$ cat src/rtl/core/frwt_pkg.sv
`default_nettype none
// ----------------------------------------------------------------------------
// frwt_pkg
// Shared types for the fractional rank block: sequencer states and the
// control word broadcast to every cell of the ranking chain.
// ----------------------------------------------------------------------------
package frwt_pkg;

	typedef enum logic [1:0] {
		ST_LOAD,
		ST_RANK,
		ST_EMIT
	} state_t;

	// Control word broadcast to all cells.
	typedef struct packed {
		logic start;   // set closes: arm the circulating copies
		logic rotate;  // compare against the circulating key, then advance the ring
		logic shift;   // move ranks one cell toward the output
	} cell_ctl_t;

endpackage : frwt_pkg
`default_nettype wire

$ cat src/rtl/core/frwt_cell.sv
`default_nettype none
// ----------------------------------------------------------------------------
// frwt_cell
// One ranking cell: holds one key, a circulating copy of some key in the
// ring, and the running half-unit rank of its own key.
// ----------------------------------------------------------------------------
module frwt_cell #(
	parameter int KEY_BITS = 32,
	parameter int RANK_W   = 8
) (
	input  wire                           clk,
	input  wire                           arst_n,
	input  frwt_pkg::cell_ctl_t           ctl,
	input  wire                           wr,
	input  wire                           occ,
	input  wire logic signed [KEY_BITS-1:0] key_d,
	input  wire logic signed [KEY_BITS-1:0] trav_d,
	input  wire                           trav_vld_d,
	input  wire        [RANK_W-1:0]       rank_d,
	output logic signed [KEY_BITS-1:0]    trav,
	output logic                          trav_vld,
	output logic       [RANK_W-1:0]       rank
);
	import frwt_pkg::*;

	logic signed [KEY_BITS-1:0] key_q;
	logic signed [KEY_BITS-1:0] trav_q;
	logic                       tvld_q;
	logic [RANK_W-1:0]          rank_q;
	logic [RANK_W-1:0]          rank_inc;

	// Less counts two half units, equal counts one.
	always_comb begin
		rank_inc = '0;
		if (tvld_q) begin
			if (trav_q < key_q) begin
				rank_inc = RANK_W'(2);
			end else if (trav_q == key_q) begin
				rank_inc = RANK_W'(1);
			end
		end
	end

	always_ff @(posedge clk or negedge arst_n) begin
		if (!arst_n) begin
			tvld_q <= 1'b0;
		end else if (ctl.start) begin
			tvld_q <= occ;
		end else if (ctl.rotate) begin
			tvld_q <= trav_vld_d;
		end
	end

	always_ff @(posedge clk) begin
		if (wr) begin
			key_q  <= key_d;
			trav_q <= key_d;
			rank_q <= RANK_W'(1);
		end else if (ctl.rotate) begin
			trav_q <= trav_d;
			rank_q <= rank_q + rank_inc;
		end else if (ctl.shift) begin
			rank_q <= rank_d;
		end
	end

	assign trav     = trav_q;
	assign trav_vld = tvld_q;
	assign rank     = rank_q;

endmodule : frwt_cell
`default_nettype wire

$ cat config.mk
export PLATFORM = sky130hd
export DESIGN_NAME = frwt_cell
export DESIGN_NICKNAME = d
export VERILOG_FILES = /design/src/rtl/core/frwt_pkg.sv /design/src/rtl/core/frwt_cell.sv
export SDC_FILE = /design/constraint.sdc
export NUM_CORES = 1
export LEC_CHECK = 0
export ABC_AREA = 0
export CAP_MARGIN = 0
export CORE_MARGIN = 2
export CORE_UTILIZATION = 40
export DETAILED_ROUTE_END_ITERATION = 10
export DONT_BUFFER_PORTS = 1
export PLACE_DENSITY_LB_ADDON = 0.2
export SLEW_MARGIN = 20
export SYNTH_ARGS = -nofsm -noshare
export SYNTH_HDL_FRONTEND = slang
export SYNTH_SLANG_ARGS = --single-unit
$ cat constraint.sdc
create_clock -name clk -period 8.4 [get_ports clk]
set_clock_uncertainty 0.1 [all_clocks]
set_input_delay 0 -clock clk [delete_from_list [all_inputs] [get_ports clk]]
set_output_delay 0 -clock clk [all_outputs]
set_load 0.01 [all_outputs]
==> impl_results.md, run 1 <==
* Outcome: complete, no violations
* EDFF count, synth at 64
* Commonest non-fill, non-tap cell in the layout: dlygate4sd3_1
* Wire length per cell at between 15 and 20 um
* Setup TNS at 0 ns
* Worst Hold End: key_q[7]
* Final hold vios at 0
* Nets@finish at around 500
* Final GP Congestion at between 0.7 and 0.8
* M1 GR Usage at between 10% and 20%
* Core Footprint at 8810 um2
* Die area at 9920 um2
* Fillers at about 730
* First-pass iteration count of the detailed router at 4
* Final Critical Period at approximately 5 ns
* Reg clk slew, reported paths at ~0.08 ns
* Top Usage Layer GRT: met2
* Initial antenna violation count at 0
* FF-to-FF Start: trav[31]
* Gate Count Post-Synth at ~280
* Vias in the first global route at around 2600
* Longest Clk Path Bufs at 2
* Slew Limit Fails at 0
* DRC at 0
* Grt total ovfl at 0
* Root buffer cell: clkbuf_8
* CTS Buf Count at 9
* Worst path required time at between 8 and 9 ns
* CP Capture Type: register
* I/O pin count at 121
* Most frequent cells in the layout: dlygate4sd3_1 (88), edfxtp_1 (64), inv_1 (37)
* Worst Reg-to-Reg Cells at 16
* HPWL Detailed at 5090 um
* IO buf count at 0
* Critical Path AT at around 5.2 ns
* Critical Path Source Type: register
* Vias at about 2500
* Total number of yosys warnings at 0
* Total Routing Usage GR at between 10% and 20%
* PD cells at about 180 nW/um2
* Met2 GRT Util at between 20% and 30%
* Part of the power in registers at between 50% and 60%
* Post-CTS setup repair buffer count at 0
* Pin count of the biggest net entering global routing at 73
* Final setup vio count at 0
* Met3 global-route usage at 5.27%
* Worst VDD drop at 101 uV
* Reg2reg end: rank[6]
* Area of the mapped netlist at around 3700 um2
* Crit path kind: reg -> reg
* Synth top area cells: edfxtp_1 (53%), ha_1 (12%), mux2_2 (9.9%), dfxtp_1 (4.4%), inv_1 (3.8%)
* Worst hold path class: in -> reg
* Slowest stage delay, CP at 0.59 ns
* Fin crit share at 60.7%
* Antenna-violating nets left at 0
* Synthesized area per cell at approximately 13 um2
* Worst-path fanout max at 4
* CTS tree: yes
* Crit-path cells: ha_1 -> and4_1 -> nand4_1 -> nor4_1 -> o31a_1 -> o21ai_0 -> a21oi_1 -> ha_1 -> inv_1 -> fa_1 -> or2_2 -> a21o_1 -> a221oi_1 -> dlygate4sd3_1 -> nor2_1 -> dlygate4sd3_1
* Least-Margin Pin Slew at about 0.85 ns
* P_int at between 600 and 700 uW
* Max_slew headroom at 43.0%
* WHS Path Cells at 1
* Crit-path slowest cell: dlygate4sd3_1
* Static Leak at approximately 0.0020 uW
* Layout cells sized above 1 at approximately 14%
* Top cell type by total area after synthesis: edfxtp_1
* Gate power share at ~15%
* RSZ-0062 raised after global routing: no
* Synth Flop Type: edfxtp_1
* Syn_nets at 396
* Worst setup margin at 3.30 ns
* Post-DR vias/cell at ~5.2
* Top cell type's share of synthesized area at a little over half
* Synth Register Bits at 73
* Max_cap viols at 0
* Clock group share of total power at approximately a third
* Synth cell types at 42
* Async SR Flop Fraction at about 1.4%
* Initial core utilization at between 40 and 50%
* CTS sink count at 73
* Die height at between 90 and 100 um
* Switching share of power at 25.1%
* Routed WL at 8140 um
* R2R Setup Slk at about 3.3 ns
* Sequential area share after synthesis at ~58%
* Hold path start: key_d[7]
* CTS H-tree depth at 3
* Fmax at 196 MHz
* Net Sw Power at between 200 and 250 uW
* # diodes at 0
* Area growth from synthesis to layout at 33.6%
* # rows at 34
* First-pass GRT wire length at 13100 um
* Placement Setup Slack at around 4.4 ns
* Iter 0 DRT Violations at 65
* Worst skew pair latency at 0.35 ns
* Die X at 99.6 um
## layout make-up
cell class,instances,area [um2],area share [%]
Clock buffer,10,128,2.61
Tap cell,108,135,2.77
Clock inverter,6,82.6,1.69
Sequential cell,73,2110,43.1
Multi-Input combinational cell,164,1380,28.3
Inverter,38,143,2.92
Timing Repair Buffer,89,908,18.6
## kinds of logic after synthesis
group / synth area share, %
AOI/OAI and AO/OA: 8.42
adders and majority gates: 12.2
buffers and inverters: 4.55
DFF: 57.6
muxes: 10.4
and+or+nand+nor: 6.81
## synth_stat cells, types with 2 or more instances
cell type,number
edfxtp_1,64
nand4_1,7
ha_1,34
a221o_1,2
a21o_1,5
a31oi_1,2
nor2b_1,3
nand3_1,4
a221oi_1,3
and3_1,2
mux2_2,32
dfxtp_1,8
nor2_1,8
o21ai_0,8
or2_2,2
inv_1,37
nor4_1,2
mux2i_1,2
buf_1,3
and4_1,2
a21oi_1,16
clkbuf_1,2
nand2_1,14
## layer usage
metal / wire length (um) / vias up
met5: 0 / -
met4: 213 / 0
met3: 510 / 19
met2: 4100 / 90
met1: 3310 / 1177
li1: - / 1233
## critical path, delay by kind of cell, from the launching register on
family	cells	cell delay (ns)
DFF	1	0.47
buffers and inverters	3	1.19
and+or+nand+nor	5	1.27
adders and majority gates	3	0.99
AOI/OAI and AO/OA	5	0.99
## power groups by stage
stage / clock network (uW) / logic, uW / registers, uW
2_1_floorplan: 0 / 77.6 / 464
3_3_place_gp: 0 / 90.6 / 472
3_5_place_dp: 0 / 93.6 / 472
4_1_cts: 304 / 138 / 464
5_1_grt: 320 / 158 / 468
6_report: 299 / 137 / 464
## flip-flops by register name, indices dropped and copies added, names as in the netlist
name	cells
key_q	32
trav_vld	1
rank	8
trav	32
## repair_timing
action / in CTS / in global routing
resized for setup: 0 / 0
hold endpoints to repair: 106 / 0
hold buffers: 89 / 0
## through the flow
step                cell area [um2]  hold slack, ns  power (uW)  std cells  util (%)
CTS                            4890           0.180         906        488      55.5
global placement               3770          -0.396         563        383      42.8
finish                         4890           0.200         900        488      55.5
floorplan                      3660          -0.396         542        281         -
detailed placement             3770          -0.396         566        383      42.8
global route                   4890           0.195         946        488      55.5
## worst max-delay path by stage
stage	from	endpoint	slack (ns)	cells after the start
2_1_floorplan	trav[14]	rank[6]	4.74	14
3_3_place_gp	trav[31]	rank[6]	4.36	14
3_5_place_dp	trav[31]	rank[6]	4.36	14
4_1_cts	trav[31]	rank[6]	3.27	16
5_1_grt	trav[31]	rank[6]	2.94	16
6_report	trav[31]	rank[6]	3.30	16
(Power assumes the default switching activity.)
==> run 2, diff against run 1 <==
Settings changed: ABC_AREA 0 to 1.
Clock period 8.4 ns to 5.12 ns, I/O delays scaled along.
==> run 2 against run 1 <==
Compared with the run above:
- utilization is 1.8 points lower
- hold slack got worse by 0.13 ns
- global-route usage increased by 0.76 points
- wire length increased by 7.4%
- fmax rose by 32%
- non-clock buffer count down 3
- via count grew 14%
- area after synthesis up 3.2%
- sequential power rose by 64%
- die area is 3.1% higher
==> impl_results.md, run 2 <==
* Outcome: complete, no violations
* XOR/XNOR Fraction of Synth Area at 0.464% (+0.46 points)
* Area of the multi-input gates at 1440 um2 (+4.3%)
* Final hold slack at 0.0665 ns (-0.134 ns)
* Top cell type by total area after synthesis: edfxtp_1
* Final hold vios at 0 (unchanged)
* Critical Path Source Type: register
* First-pass GRT wire length at 14000 um (+6.6%)
* CTS tree: yes
* Fin crit share at 75.4% (+15 points)
* CTS Buf Count at 9 (unchanged)
* Top-count cell post-synth: nand2_1
* Static Leak at 0.00224 uW (+12%)
* Gate Count Post-Synth at 398 (+42%)
* Gate power share at 16.3% (+1.0 points)
* Initial antenna violation count at 0 (unchanged)
* CTS H-tree depth at 3 (unchanged)
* Fmax at 259 MHz (+32%)
* Wire length per cell at 14.6 um (-13%)
* Pin count of the biggest net entering global routing at 72 (-1.4%)
* Layout cells sized above 1 at 5.11% (-8.6 points)
* Slew Limit Fails at 0 (unchanged)
* Longest Clk Path Bufs at 2 (unchanged)
* Critical Path AT at 3.99 ns (-1.25 ns)
* Part of the power in registers at 53.0% (+1.5 points)
* Vias in the first global route at 3011 (+15%)
* Area growth from synthesis to layout at 30.8%
* Worst-path fanout max at 3 (-1)
* Synth Flop Type: edfxtp_1
* Synthesized area per cell at 9.48 um2 (-27%)
* Synth top area cells: edfxtp_1 (51%), nand2_1 (15%), ha_1 (11%), inv_1 (4.8%), dfxtp_1 (4.2%)
* Die area at 10200 um2 (+3.1%)
* Clock group share of total power at 30.7% (-2.5 points)
* EDFF count, synth at 64 (unchanged)
* Worst Reg-to-Reg Cells at 20 (+4)
* Least-Margin Pin Slew at 0.854 ns (-0.000706 ns)
* Post_cts resized at 0 (unchanged)
* Total Routing Usage GR at 18.0% (+0.76 points)
* Die height at 101 um (+1.5%)
* Final GP Congestion at 0.782 (+2.0%)
* Mux contribution to synthesized area at 0% (-10 points)
* Routed WL at 8740 um (+7.4%)
* Switching share of power at 27.5% (+2.4 points)
* P_int at 1040 uW (+55%)
* Worst hold path class: in -> reg
* Initial core utilization at 41.0% (-0.48 points)
* First-pass iteration count of the detailed router at 4 (unchanged)
* Setup TNS at 0 ns (unchanged)
* DRC at 0 (unchanged)
* Worst skew pair latency at 0.35 ns (about the same)
* Post-Synth Simple-Gate Area at 21.4% (+15 points)
* Largest family of logic cells by synthesized area: simple AND/OR/NAND/NOR gates
* PD cells at 291 nW/um2 (+58%)
* Synth top cells by count: nand2_1 (154), edfxtp_1 (64), inv_1 (48)
* Vias at 2868 (+14%)
* Iter 0 DRT Violations at 124 (+91%)
* CTS sink count at 73 (unchanged)
* Reg clk slew, reported paths at 0.08 ns (about the same)
* Syn_nets at 513 (+30%)
* RSZ-0062 raised after global routing: no
* Nets@finish at 600 (+22%)
* Root buffer cell: clkbuf_8
* Final Critical Period at 3.86 ns (-1.24 ns)
* # diodes at 0 (unchanged)
* Total number of yosys warnings at 0 (unchanged)
* Sequential area share after synthesis at 55.8% (-1.8 points)
* Post-CTS setup repair buffer count at 0 (unchanged)
* IO buf count at 0 (unchanged)
* Util after Layout at 53.7% (-1.8 points)
* Post-synthesis adder-cell area fraction at 11.8% (-0.38 points)
* Worst path required time at 5.25 ns (-3.29 ns)
* Worst VDD drop at 147 uV (+45%)
* I/O pin count at 121 (unchanged)
* Async SR Flop Fraction at 1.37% (unchanged)
* Crit path kind: reg -> reg
* Post-DR vias/cell at 4.78 (-7.4%)
* # rows at 35 (+2.9%)
* Area of the mapped netlist at 3770 um2 (+3.2%)
* Core Footprint at 9200 um2 (+4.4%)
* CP Capture Type: register
* Compound-cell area share of the yosys netlist at 4.48% (-3.9 points)
* Synth cell types at 27 (-36%)
* Cts-stage hold buffer count at 86 (-3.4%)
* Antenna-violating nets left at 0 (unchanged)
* Synth Register Bits at 73 (unchanged)
* Die X at 101 um (+1.5%)
* Fillers at 842 (+16%)
* Top cell type's share of synthesized area at 50.9% (-1.6 points)
* Grt total ovfl at 0 (unchanged)
* Net Sw Power at 395 uW (+75%)
* WHS Path Cells at 3 (+2)
* Max_cap viols at 0 (unchanged)
* Reg area at 2110 um2 (unchanged)
* Final setup vio count at 0 (unchanged)
* Placed Area at 3870 um2 (+2.8%)
* Commonest non-fill, non-tap cell in the layout: nand2_1
* HPWL Detailed at 5370 um (+5.5%)
* Post-Layout Inst Area at 4940 um2 (+1.0%)
* Most frequent cells in the layout: nand2_1 (153), dlygate4sd3_1 (85), edfxtp_1 (64)
* Max_slew headroom at 42.9% (-0.15 points)
[run 2: cell count changes after synthesis, sizes merged, moves of 3 or more]
cell and change:
clkbuf +4, nand3 +13, nor2b -3, a221oi -3, a21o -4, nand2 +143, nand4 -3, inv +11
mux2 -32, nor2 +8
[run 2: worst paths after layout]
check / start / to / slack [ns]
min reg2reg: rank[0] / rank[0] / 0.47
max in group asynchronous: arst_n / trav_vld / 4.51
max reg2reg: trav[11] / rank[6] / 1.26
max: trav[11] / rank[6] / 1.26
min: wr / rank[1] / 0.07
min in group asynchronous: arst_n / trav_vld / 0.31
[run 2: stage by stage]
stage | cells | power (uW) | setup slack [ns]
finish | 600 | 1440 | 1.26
global placement | 499 | 936 | 1.85
global route | 600 | 1520 | 0.803
CTS | 600 | 1450 | 1.19
floorplan | 398 | 901 | 2.21
detailed placement | 499 | 941 | 1.76
[run 2: kinds of logic (layout without fill, tap and decap cells)]
family / count (synthesis) / in the layout
simple gates: 198 / 198
flops: 73 / 73
buf+inv: 59 / 150
fa+ha+maj: 35 / 35
compound gates: 31 / 31
xor+xnor: 2 / 2
[run 2: area by class of cell]
type	count	area share (%)
Multi-Input combinational cell	266	29.2
Sequential cell	73	42.7
Tap cell	111	2.81
Clock inverter	5	1.17
Clock buffer	10	2.59
Timing Repair Buffer	86	17.8
Inverter	49	3.73
[run 2: power groups by stage]
stage	clock network, uW	logic [uW]	registers [uW]
floorplan	0	138	763
global placement	0	161	775
detailed placement	0	164	777
CTS	453	235	763
global route	479	274	769
finish	442	235	762
[run 2: metal layers]
metal | part of all wire [%] | track usage (%) | up-vias
li1 | - | - | 1484
met1 | 40 | 18.8 | 1285
met2 | 52 | 33.4 | 85
met3 | 5.8 | 5.31 | 14
met4 | 1.9 | 7.59 | 0
met5 | 0 | 0 | -
[run 2: worst max-delay path: stages (launching register included)]
cell and delay [ns]:
edfxtp_1 0.46, ha_1 0.36, nand4_1 0.11, nor3_1 0.33
nand2_1 0.10, nand2_1 0.09, nand2_2 0.07, nand3_1 0.07
nand2_1 0.07, nor2_1 0.09, ha_1 0.18, inv_1 0.06
fa_1 0.35, inv_1 0.08, nand3_1 0.09, nor2_1 0.15
nand2_1 0.08, xnor2_1 0.13, o21ai_0 0.14, a21oi_1 0.08
dlygate4sd3_1 0.56
